## src/hw/rtl/adcmv_pkg.sv

```systemverilog
// ----------------------------------------------------------------------------
// adcmv_pkg - shared types and constants of the millivolt display
// Sequencer states, scaling constants, segment decode and BCD step.
// ----------------------------------------------------------------------------
package adcmv_pkg;

    typedef enum logic [1:0] {
        ST_IDLE,
        ST_MUL,
        ST_DIV,
        ST_DONE
    } state_t;

    // operation codes
    localparam logic OP_SAMPLE = 1'b0;
    localparam logic OP_TICK   = 1'b1;

    localparam int SMP_W  = 10;   // ADC sample width
    localparam int FS_W   = 14;   // full scale width
    localparam int ACC_W  = 24;   // product 1023 * 9999 fits
    localparam int Q_W    = 14;   // quotient up to 9999
    localparam int REM_W  = 10;   // remainder below 1023
    localparam int BCD_DIGITS = 4;
    localparam int BCD_W  = 4 * BCD_DIGITS;
    localparam int CNT_W  = 4;

    localparam logic [REM_W:0]  ADC_FULL = 11'd1023;
    localparam logic [FS_W-1:0] MV_CAP   = 14'd9999;
    localparam logic [FS_W-1:0] FS_RESET = 14'd5000;

    localparam logic [CNT_W-1:0] MUL_LAST = 4'd9;   // SMP_W - 1
    localparam logic [CNT_W-1:0] DIV_LAST = 4'd13;  // Q_W - 1

    localparam logic [7:0] SEG_BLANK = 8'h00;
    localparam logic [7:0] SEG_DP    = 8'h80;

    function automatic logic [7:0] seg_decode(input logic [3:0] d);
        logic [7:0] s;
        case (d)
            4'd0:    s = 8'h3F;
            4'd1:    s = 8'h06;
            4'd2:    s = 8'h5B;
            4'd3:    s = 8'h4F;
            4'd4:    s = 8'h66;
            4'd5:    s = 8'h6D;
            4'd6:    s = 8'h7D;
            4'd7:    s = 8'h07;
            4'd8:    s = 8'h7F;
            4'd9:    s = 8'h6F;
            default: s = SEG_BLANK;
        endcase
        return s;
    endfunction

    // one double-dabble step: add 3 to digits of five and up, then shift in
    function automatic logic [BCD_W-1:0] dabble_step(input logic [BCD_W-1:0] b,
                                                     input logic            din);
        logic [BCD_W-1:0] a;
        a = b;
        for (int k = 0; k < BCD_DIGITS; k++)
        begin
            if (a[4*k +: 4] >= 4'd5)
            begin
                a[4*k +: 4] = a[4*k +: 4] + 4'd3;
            end
        end
        return {a[BCD_W-2:0], din};
    endfunction

endpackage

```

## src/hw/rtl/adc_millivolt_seven_segment_display.sv

```systemverilog
// ----------------------------------------------------------------------------
// adc_millivolt_seven_segment_display - ADC voltmeter with muxed 7-seg drive
// A sample is scaled to millivolts, split into decimal digits and held; a
// scan tick moves the lit position. Every input transaction returns one drive word.
// ----------------------------------------------------------------------------
// Usage: an input transaction is either a 10-bit ADC sample (operation 0) or
// a scan tick (operation 1), and each yields exactly one output transaction:
// a one-hot digit_enable plus the segment pattern of the digit at the current
// position, decimal point lit on position 0. A sample is shown as
// floor(sample * full_scale_mv / 1023) with leading zeros, full_scale_mv
// capped at 9999 on write. A sample runs a bit-serial shift-add multiply
// (ST_MUL), then restoring division by 1023 (ST_DIV) whose quotient bits
// feed a double-dabble BCD converter in the same cycle, then ST_DONE loads
// the output register. A tick goes straight to ST_DONE. in_ready is high
// only with the sequencer idle; a finished result waits in the output
// register while the next input transaction is accepted, and ST_DONE holds
// until that register is free. Configuration is taken at any time
// but must only be written while the block is idle.
// ----------------------------------------------------------------------------
module adc_millivolt_seven_segment_display #(
    parameter int DIGIT_COUNT = 4
) (
    input  logic        clk,
    input  logic        rst_n,
    // configuration
    input  logic        cfg_valid,
    output logic        cfg_ready,
    input  logic [13:0] full_scale_mv,
    // input items
    input  logic        in_valid,
    output logic        in_ready,
    input  logic        operation,
    input  logic [9:0]  sample,
    // results
    output logic        out_valid,
    input  logic        out_ready,
    output logic [3:0]  digit_enable,
    output logic [7:0]  segments
);

    localparam int POS_W = (DIGIT_COUNT > 1) ? $clog2(DIGIT_COUNT) : 1;
    localparam logic [POS_W-1:0] POS_LAST = POS_W'(DIGIT_COUNT - 1);

    adcmv_pkg::state_t state_reg, state_next;

    logic [adcmv_pkg::FS_W-1:0]  fs_reg, fs_next;
    logic [adcmv_pkg::SMP_W-1:0] smp_reg, smp_next;
    logic [adcmv_pkg::ACC_W-1:0] acc_reg, acc_next;
    logic [adcmv_pkg::BCD_W-1:0] bcd_reg, bcd_next;
    logic [adcmv_pkg::CNT_W-1:0] cnt_reg, cnt_next;
    logic [POS_W-1:0]            pos_reg, pos_next;
    logic [3:0]                  digits_reg [DIGIT_COUNT];
    logic [3:0]                  digits_next [DIGIT_COUNT];
    logic [3:0]                  store_digits [DIGIT_COUNT];

    logic                        out_valid_reg, out_valid_next;
    logic [3:0]                  de_reg, de_next;
    logic [7:0]                  seg_reg, seg_next;

    // division step signals
    logic [adcmv_pkg::REM_W:0]   div_trial;
    logic                        q_bit;
    logic [adcmv_pkg::REM_W:0]   div_diff;
    logic [adcmv_pkg::REM_W-1:0] div_rem;
    logic [adcmv_pkg::BCD_W-1:0] bcd_step;

    logic in_fire;
    logic out_free;
    logic [3:0] cur_digit;
    logic [3:0] de_cur;

    assign cfg_ready = 1'b1;
    assign in_ready  = (state_reg == adcmv_pkg::ST_IDLE);
    assign in_fire   = in_valid && in_ready;
    assign out_free  = !out_valid_reg || out_ready;

    assign out_valid    = out_valid_reg;
    assign digit_enable = de_reg;
    assign segments     = seg_reg;

    // restoring division by 1023: remainder lives in acc[23:14], dividend
    // bits shift out of acc[13:0] MSB first
    assign div_trial = {acc_reg[adcmv_pkg::ACC_W-1:adcmv_pkg::Q_W],
                        acc_reg[adcmv_pkg::Q_W-1]};
    assign q_bit     = (div_trial >= adcmv_pkg::ADC_FULL);
    assign div_diff  = div_trial - adcmv_pkg::ADC_FULL;
    assign div_rem   = q_bit ? div_diff[adcmv_pkg::REM_W-1:0]
                             : div_trial[adcmv_pkg::REM_W-1:0];
    assign bcd_step  = adcmv_pkg::dabble_step(bcd_reg, q_bit);

    // most significant digit at position 0; low-order digits kept when
    // there are fewer positions, leading zeros when there are more
    for (genvar k = 0; k < DIGIT_COUNT; k++)
    begin : g_store
        if (DIGIT_COUNT - 1 - k < adcmv_pkg::BCD_DIGITS)
        begin : g_bcd
            assign store_digits[k] = bcd_step[4*(DIGIT_COUNT-1-k) +: 4];
        end
        else
        begin : g_zero
            assign store_digits[k] = 4'd0;
        end
    end

    assign cur_digit = digits_reg[pos_reg];

    always_comb
    begin
        de_cur = 4'd0;
        for (int k = 0; k < 4; k++)
        begin
            if (int'(pos_reg) == k)
            begin
                de_cur[k] = 1'b1;
            end
        end
    end

    // next state
    always_comb
    begin
        state_next = state_reg;
        case (state_reg)
            adcmv_pkg::ST_IDLE:
            begin
                if (in_fire)
                begin
                    state_next = (operation == adcmv_pkg::OP_TICK) ? adcmv_pkg::ST_DONE
                                                                  : adcmv_pkg::ST_MUL;
                end
            end
            adcmv_pkg::ST_MUL:
            begin
                if (cnt_reg == adcmv_pkg::MUL_LAST)
                begin
                    state_next = adcmv_pkg::ST_DIV;
                end
            end
            adcmv_pkg::ST_DIV:
            begin
                if (cnt_reg == adcmv_pkg::DIV_LAST)
                begin
                    state_next = adcmv_pkg::ST_DONE;
                end
            end
            adcmv_pkg::ST_DONE:
            begin
                if (out_free)
                begin
                    state_next = adcmv_pkg::ST_IDLE;
                end
            end
            default: state_next = adcmv_pkg::ST_IDLE;
        endcase
    end

    // datapath and outputs
    always_comb
    begin
        fs_next        = fs_reg;
        smp_next       = smp_reg;
        acc_next       = acc_reg;
        bcd_next       = bcd_reg;
        cnt_next       = cnt_reg;
        pos_next       = pos_reg;
        digits_next    = digits_reg;
        out_valid_next = out_valid_reg && !out_ready;
        de_next        = de_reg;
        seg_next       = seg_reg;

        if (cfg_valid)
        begin
            fs_next = (full_scale_mv > adcmv_pkg::MV_CAP) ? adcmv_pkg::MV_CAP
                                                          : full_scale_mv;
        end

        case (state_reg)
            adcmv_pkg::ST_IDLE:
            begin
                if (in_fire)
                begin
                    smp_next = sample;
                    acc_next = '0;
                    bcd_next = '0;
                    cnt_next = '0;
                    if (operation == adcmv_pkg::OP_TICK)
                    begin
                        pos_next = (pos_reg == POS_LAST) ? '0 : pos_reg + 1'b1;
                    end
                end
            end
            adcmv_pkg::ST_MUL:
            begin
                // MSB-first shift-add
                acc_next = {acc_reg[adcmv_pkg::ACC_W-2:0], 1'b0}
                         + (smp_reg[adcmv_pkg::SMP_W-1]
                            ? adcmv_pkg::ACC_W'(fs_reg) : '0);
                smp_next = {smp_reg[adcmv_pkg::SMP_W-2:0], 1'b0};
                cnt_next = (cnt_reg == adcmv_pkg::MUL_LAST) ? '0 : cnt_reg + 1'b1;
            end
            adcmv_pkg::ST_DIV:
            begin
                acc_next = {div_rem, acc_reg[adcmv_pkg::Q_W-2:0], 1'b0};
                bcd_next = bcd_step;
                cnt_next = cnt_reg + 1'b1;
                if (cnt_reg == adcmv_pkg::DIV_LAST)
                begin
                    digits_next = store_digits;
                end
            end
            adcmv_pkg::ST_DONE:
            begin
                if (out_free)
                begin
                    out_valid_next = 1'b1;
                    de_next        = de_cur;
                    seg_next       = adcmv_pkg::seg_decode(cur_digit)
                                   | ((pos_reg == '0) ? adcmv_pkg::SEG_DP
                                                      : adcmv_pkg::SEG_BLANK);
                end
            end
            default:
            begin
                cnt_next = '0;
            end
        endcase
    end

    always_ff @(posedge clk or negedge rst_n)
    begin
        if (!rst_n)
        begin
            state_reg     <= adcmv_pkg::ST_IDLE;
            fs_reg        <= adcmv_pkg::FS_RESET;
            cnt_reg       <= '0;
            pos_reg       <= '0;
            out_valid_reg <= 1'b0;
            for (int k = 0; k < DIGIT_COUNT; k++)
            begin
                digits_reg[k] <= 4'd0;
            end
        end
        else
        begin
            state_reg     <= state_next;
            fs_reg        <= fs_next;
            cnt_reg       <= cnt_next;
            pos_reg       <= pos_next;
            out_valid_reg <= out_valid_next;
            digits_reg    <= digits_next;
        end
    end

    // payload, no reset
    always_ff @(posedge clk)
    begin
        smp_reg <= smp_next;
        acc_reg <= acc_next;
        bcd_reg <= bcd_next;
        de_reg  <= de_next;
        seg_reg <= seg_next;
    end

    // ------------------------------------------------------------------
    // assertions
    // ------------------------------------------------------------------
    a_pos_range: assert property (@(posedge clk) disable iff (!rst_n)
        int'(pos_reg) < DIGIT_COUNT)
        else $error("scan position beyond last digit");

    a_de_onehot: assert property (@(posedge clk) disable iff (!rst_n)
        out_valid |-> $onehot0(digit_enable))
        else $error("digit enable not one-hot");

    a_dp_first: assert property (@(posedge clk) disable iff (!rst_n)
        out_valid |-> (segments[7] == digit_enable[0]))
        else $error("decimal point not tied to leftmost position");

    a_sample_busy: assert property (@(posedge clk) disable iff (!rst_n)
        (in_fire && operation == adcmv_pkg::OP_SAMPLE) |=>
            (state_reg == adcmv_pkg::ST_MUL && cnt_reg == '0))
        else $error("sample transaction did not start the multiply");

    a_div_count: assert property (@(posedge clk) disable iff (!rst_n)
        (state_reg == adcmv_pkg::ST_DIV) |-> (cnt_reg <= adcmv_pkg::DIV_LAST))
        else $error("division step count overrun");

endmodule

```

## config.mk

```make
export PLATFORM = sky130hd
export DESIGN_NAME = adc_millivolt_seven_segment_display
export DESIGN_NICKNAME = d
export VERILOG_FILES = /design/src/hw/rtl/adcmv_pkg.sv /design/src/hw/rtl/adc_millivolt_seven_segment_display.sv
export SDC_FILE = /design/constraint.sdc
export NUM_CORES = 1
export LEC_CHECK = 0
export BUFFER_PORTS_ARGS = -buffer_cell sky130_fd_sc_hd__buf_4
export CORE_MARGIN = 3
export CORE_UTILIZATION = 45
export DETAILED_ROUTE_END_ITERATION = 7
export GPL_ROUTABILITY_DRIVEN = 0
export GPL_TIMING_DRIVEN = 0
export HOLD_SLACK_MARGIN = 0.03
export PLACE_DENSITY_LB_ADDON = 0.1
export SYNTH_ARGS = -nofsm -noshare
export SYNTH_HDL_FRONTEND = slang
export SYNTH_SLANG_ARGS = --single-unit
```

## constraint.sdc

```tcl
create_clock -name clk -period 2.4 [get_ports clk]
set_input_delay 0 -clock clk [delete_from_list [all_inputs] [get_ports clk]]
set_output_delay 0 -clock clk [all_outputs]
set_load 0.01 [all_outputs]
```

==> summary.txt <==
Route
  • DRC viols: 0
  • Vias per inst: 5.38
  • WL per Instance: around 16 um
  • Detailed router's first-iteration violation count: 199
  • Total number of vias: 4,489
  • Post-route antenna net violation count: 0
  • DRT Pass-1 Iters: 4
  • Drt total wl: 13.3 mm

GRT
  • Vias in the first global route: between 4,000 and 5,000
  • Tot GR Track Use: 19.3%
  • Initial antenna violation count: 0
  • Largest net degree at the start of global routing: 40
  • First-pass GRT wire length: ~22 mm
  • GRT Residual Overflow: 0

Cells and area
  • Ant. Diodes: 0
  • Area Overhead vs Synth: 29.8%
  • Number of fill cells in the layout: 1,033
  • Commonest non-fill, non-tap cells in the layout: edfxtp_1, buf_4, o21ai_0, nand2_1, nor2_1
  • Nets: 729
  • Most common cell after layout, fill and taps aside: edfxtp_1
  • Layout cells sized above 1: 27.5%
  • Final instance area: 0.00760 mm2
  • Post-layout util: 60.0%
  • Max reg flops: 24

STA
  • RSZ-0062 raised after global routing: true
  • Crit share post-route: 107%
  • Minimum clock period: 2.57 ns
  • # setup viols final: 14
  • Clk_skew: 0.00795 ns
  • Final Slew Violations: 0
  • Final worst slack: -0.170 ns
  • Relative slew slack: 43.5%
  • Slew @ Worst Pin: 0.841 ns
  • Final hold violations: 0
  • FMAX: 389 MHz

Worst setup path
  • Startpoint class of the critical path: flop
  • Setup CP Type: flop to flop
  • Critical Path RT: approximately 2.5 ns
  • CP arrival: 2.67 ns
  • Worst-path fanout max: 6
  • Setup crit end kind: flop

Synth
  • Post-synth top area share: a little under a third
  • Syn avg cell area: 10.5 um2
  • Warnings from Yosys: 0
  • Asr flop ratio synth: about two fifths
  • Synth area leader: edfxtp_1
  • Seq/Total Area, Yosys: ~48%
  • Syn Nets: 627
  • Synth area leaders: edfxtp_1, dfrtp_1, ha_1, o21ai_0, mux2_2
  • Post-synth EDFFs: 61
  • Cells after Synth: around 560
  • Mapped Area: between 0.005 and 0.006 mm2
  • Library cells used by synthesis: 71
  • Top FF cell, synth: edfxtp_1
  • Register bit total from synthesis: 100

Run status
  • Outcome: complete, but fails checks
  • Failing checks: setup timing

CTS
  • CTS tree: done
  • Worst-Skew Late Latency: 0.35 ns
  • Reg clk slew, reported paths: approximately 0.07 ns
  • Clock sinks: 100
  • CTS Buf Count: 9
  • Clock root buffer: clkbuf_16
  • # H-tree levels: 3
  • Longest Clk Path Bufs: 2

Power and ir drop
  • Sw Ratio: 40.0%
  • Logic pwr share: between 50% and 60%
  • Maximum VDD drop: 0.754 mV
  • Sequential power share: ~34%
  • Leakage power: 0.00301 uW
  • PwrDens: 1320 mW/mm2
  • Power Internal: about 6000 uW
  • Psw: between 4000 and 5000 uW
  • Clock power frac: 14.5%

Floorplanning
  • Die ar.: 0.0144 mm2
  • Core footprint: about 0.013 mm2
  • Die W: ~120 um
  • Io pins: 45
  • Initial Util: approximately 46%
  • Die H: 120 um
  • Num rows: approximately 40

Flow run
  • Max-Cap Viols: 0

Place
  • DP Area: 0.00640 mm2
  • Post-place setup slack: -0.468 ns
  • DP HPWL: 8.85 mm
  • Number of port buffers: 42

Hold path
  • Tightest Hold Check Type: primary input to flop
==> stage by stage <==
| step | cells | power [uW] | setup TNS [ns] | hold WS (ns) |
|---|---|---|---|---|
| detailed placement | 771 | 7550 | -10.35 | 0.00147 |
| CTS | 830 | 9820 | -1.39 | 0.0403 |
| floorplan | 557 | 6370 | 0 | -0.296 |
| global route | 835 | 10900 | -3.13 | 0.0709 |
| global placement | 771 | 7420 | -13.23 | -0.000937 |
| finish | 835 | 10100 | -1.64 | 0.0482 |
==> Yosys cell counts, types with 8 or more instances <==
cell type  instances
clkbuf_1          16
ha_1              39
nand3_1           16
nor3_1             9
nor2_1            37
a21oi_1           27
o31ai_1            8
nand2_1           44
nor3b_1            9
dfrtp_1           34
o21ai_0           47
edfxtp_1          61
xnor2_1            8
inv_1             36
and2_1            15
mux2_2            16
==> worst max-delay path, stage by stage (launching register included) <==
cell and delay (ns):
edfxtp_1 0.49, clkbuf_8 0.21, and2_1 0.16, ha_4 0.32, and3_1 0.19, o211ai_1 0.17
nand3b_4 0.16, a211oi_4 0.07, o311a_1 0.31, a211o_1 0.23
==> worst paths after layout <==
check,endpoint,slack [ns],cells after the start,startpoint
worst max-delay path,acc_reg[21]$_DFFE_PP_,-0.17,9,smp_reg[9]$_DFFE_PP_
worst min-delay path,pos_reg[0]$_DFFE_PN0P_,0.05,3,in_valid
worst max register to register,acc_reg[21]$_DFFE_PP_,-0.17,9,smp_reg[9]$_DFFE_PP_
worst min register to register,digits_reg[11]$_DFFE_PN0P_,0.48,2,digits_reg[11]$_DFFE_PN0P_
max in group asynchronous,fs_reg[7]$_DFFE_PN1P_,1.88,2,rst_n
min in group asynchronous,fs_reg[1]$_DFFE_PN0P_,0.16,2,rst_n
==> logic make-up after synthesis <==
family	count (synthesis)	synth area share, %
adder cells (fa/ha/maj)	40	8.67
flip-flops	100	48.0
AO/OA/AOI/OAI	144	16.1
other	1	0.0640
XOR/XNOR	15	2.24
buffers and inverters	61	4.19
AND/OR/NAND/NOR	172	15.4
multiplexers	24	5.30
==> routing by layer <==
layer / global-route usage [%] / wire, um / share of wire (%) / up-vias
li1: - / - / - / 2212
met1: 24.7 / 5830 / 44 / 2190
met3: 2.83 / 326 / 2.5 / 17
met5: 0 / 0 / 0 / -
met4: 6.66 / 310 / 2.3 / 0
met2: 33.3 / 6790 / 51 / 70
==> power groups by stage <==
stage	Sequential, uW	Clock (uW)	Combinational [uW]
2_1_floorplan	3250	0	3120
3_3_place_gp	3320	0	4110
3_5_place_dp	3340	0	4210
4_1_cts	3360	1500	4960
5_1_grt	3470	1580	5830
6_report	3370	1450	5230
==> timing repair <==
action / in CTS / in global routing
buffers inserted: 13 / 6
hold buffers: 30 / 0
setup endpoints to repair: 50 / 73
cloned: 2 / 0
pin swaps: 28 / 10
resized for setup: 64 / 27
endpoints found under the hold margin: 66 / 0
==> area by class of cell <==
| class | instances | area, um2 | share of cell area (%) |
|---|---|---|---|
| flip-flops and latches | 100 | 2810 | 37.0 |
| multi-input cells | 396 | 3230 | 42.4 |
| clock buffers | 10 | 229 | 3.01 |
| clock inverters | 5 | 60.1 | 0.790 |
| plain buffers | 24 | 120 | 1.58 |
| well taps | 172 | 215 | 2.83 |
| repair buffers | 90 | 788 | 10.4 |
| inverters | 37 | 143 | 1.88 |
| repair inverters | 1 | 7.51 | 0.0987 |
Power figures use the tool's default switching activity.
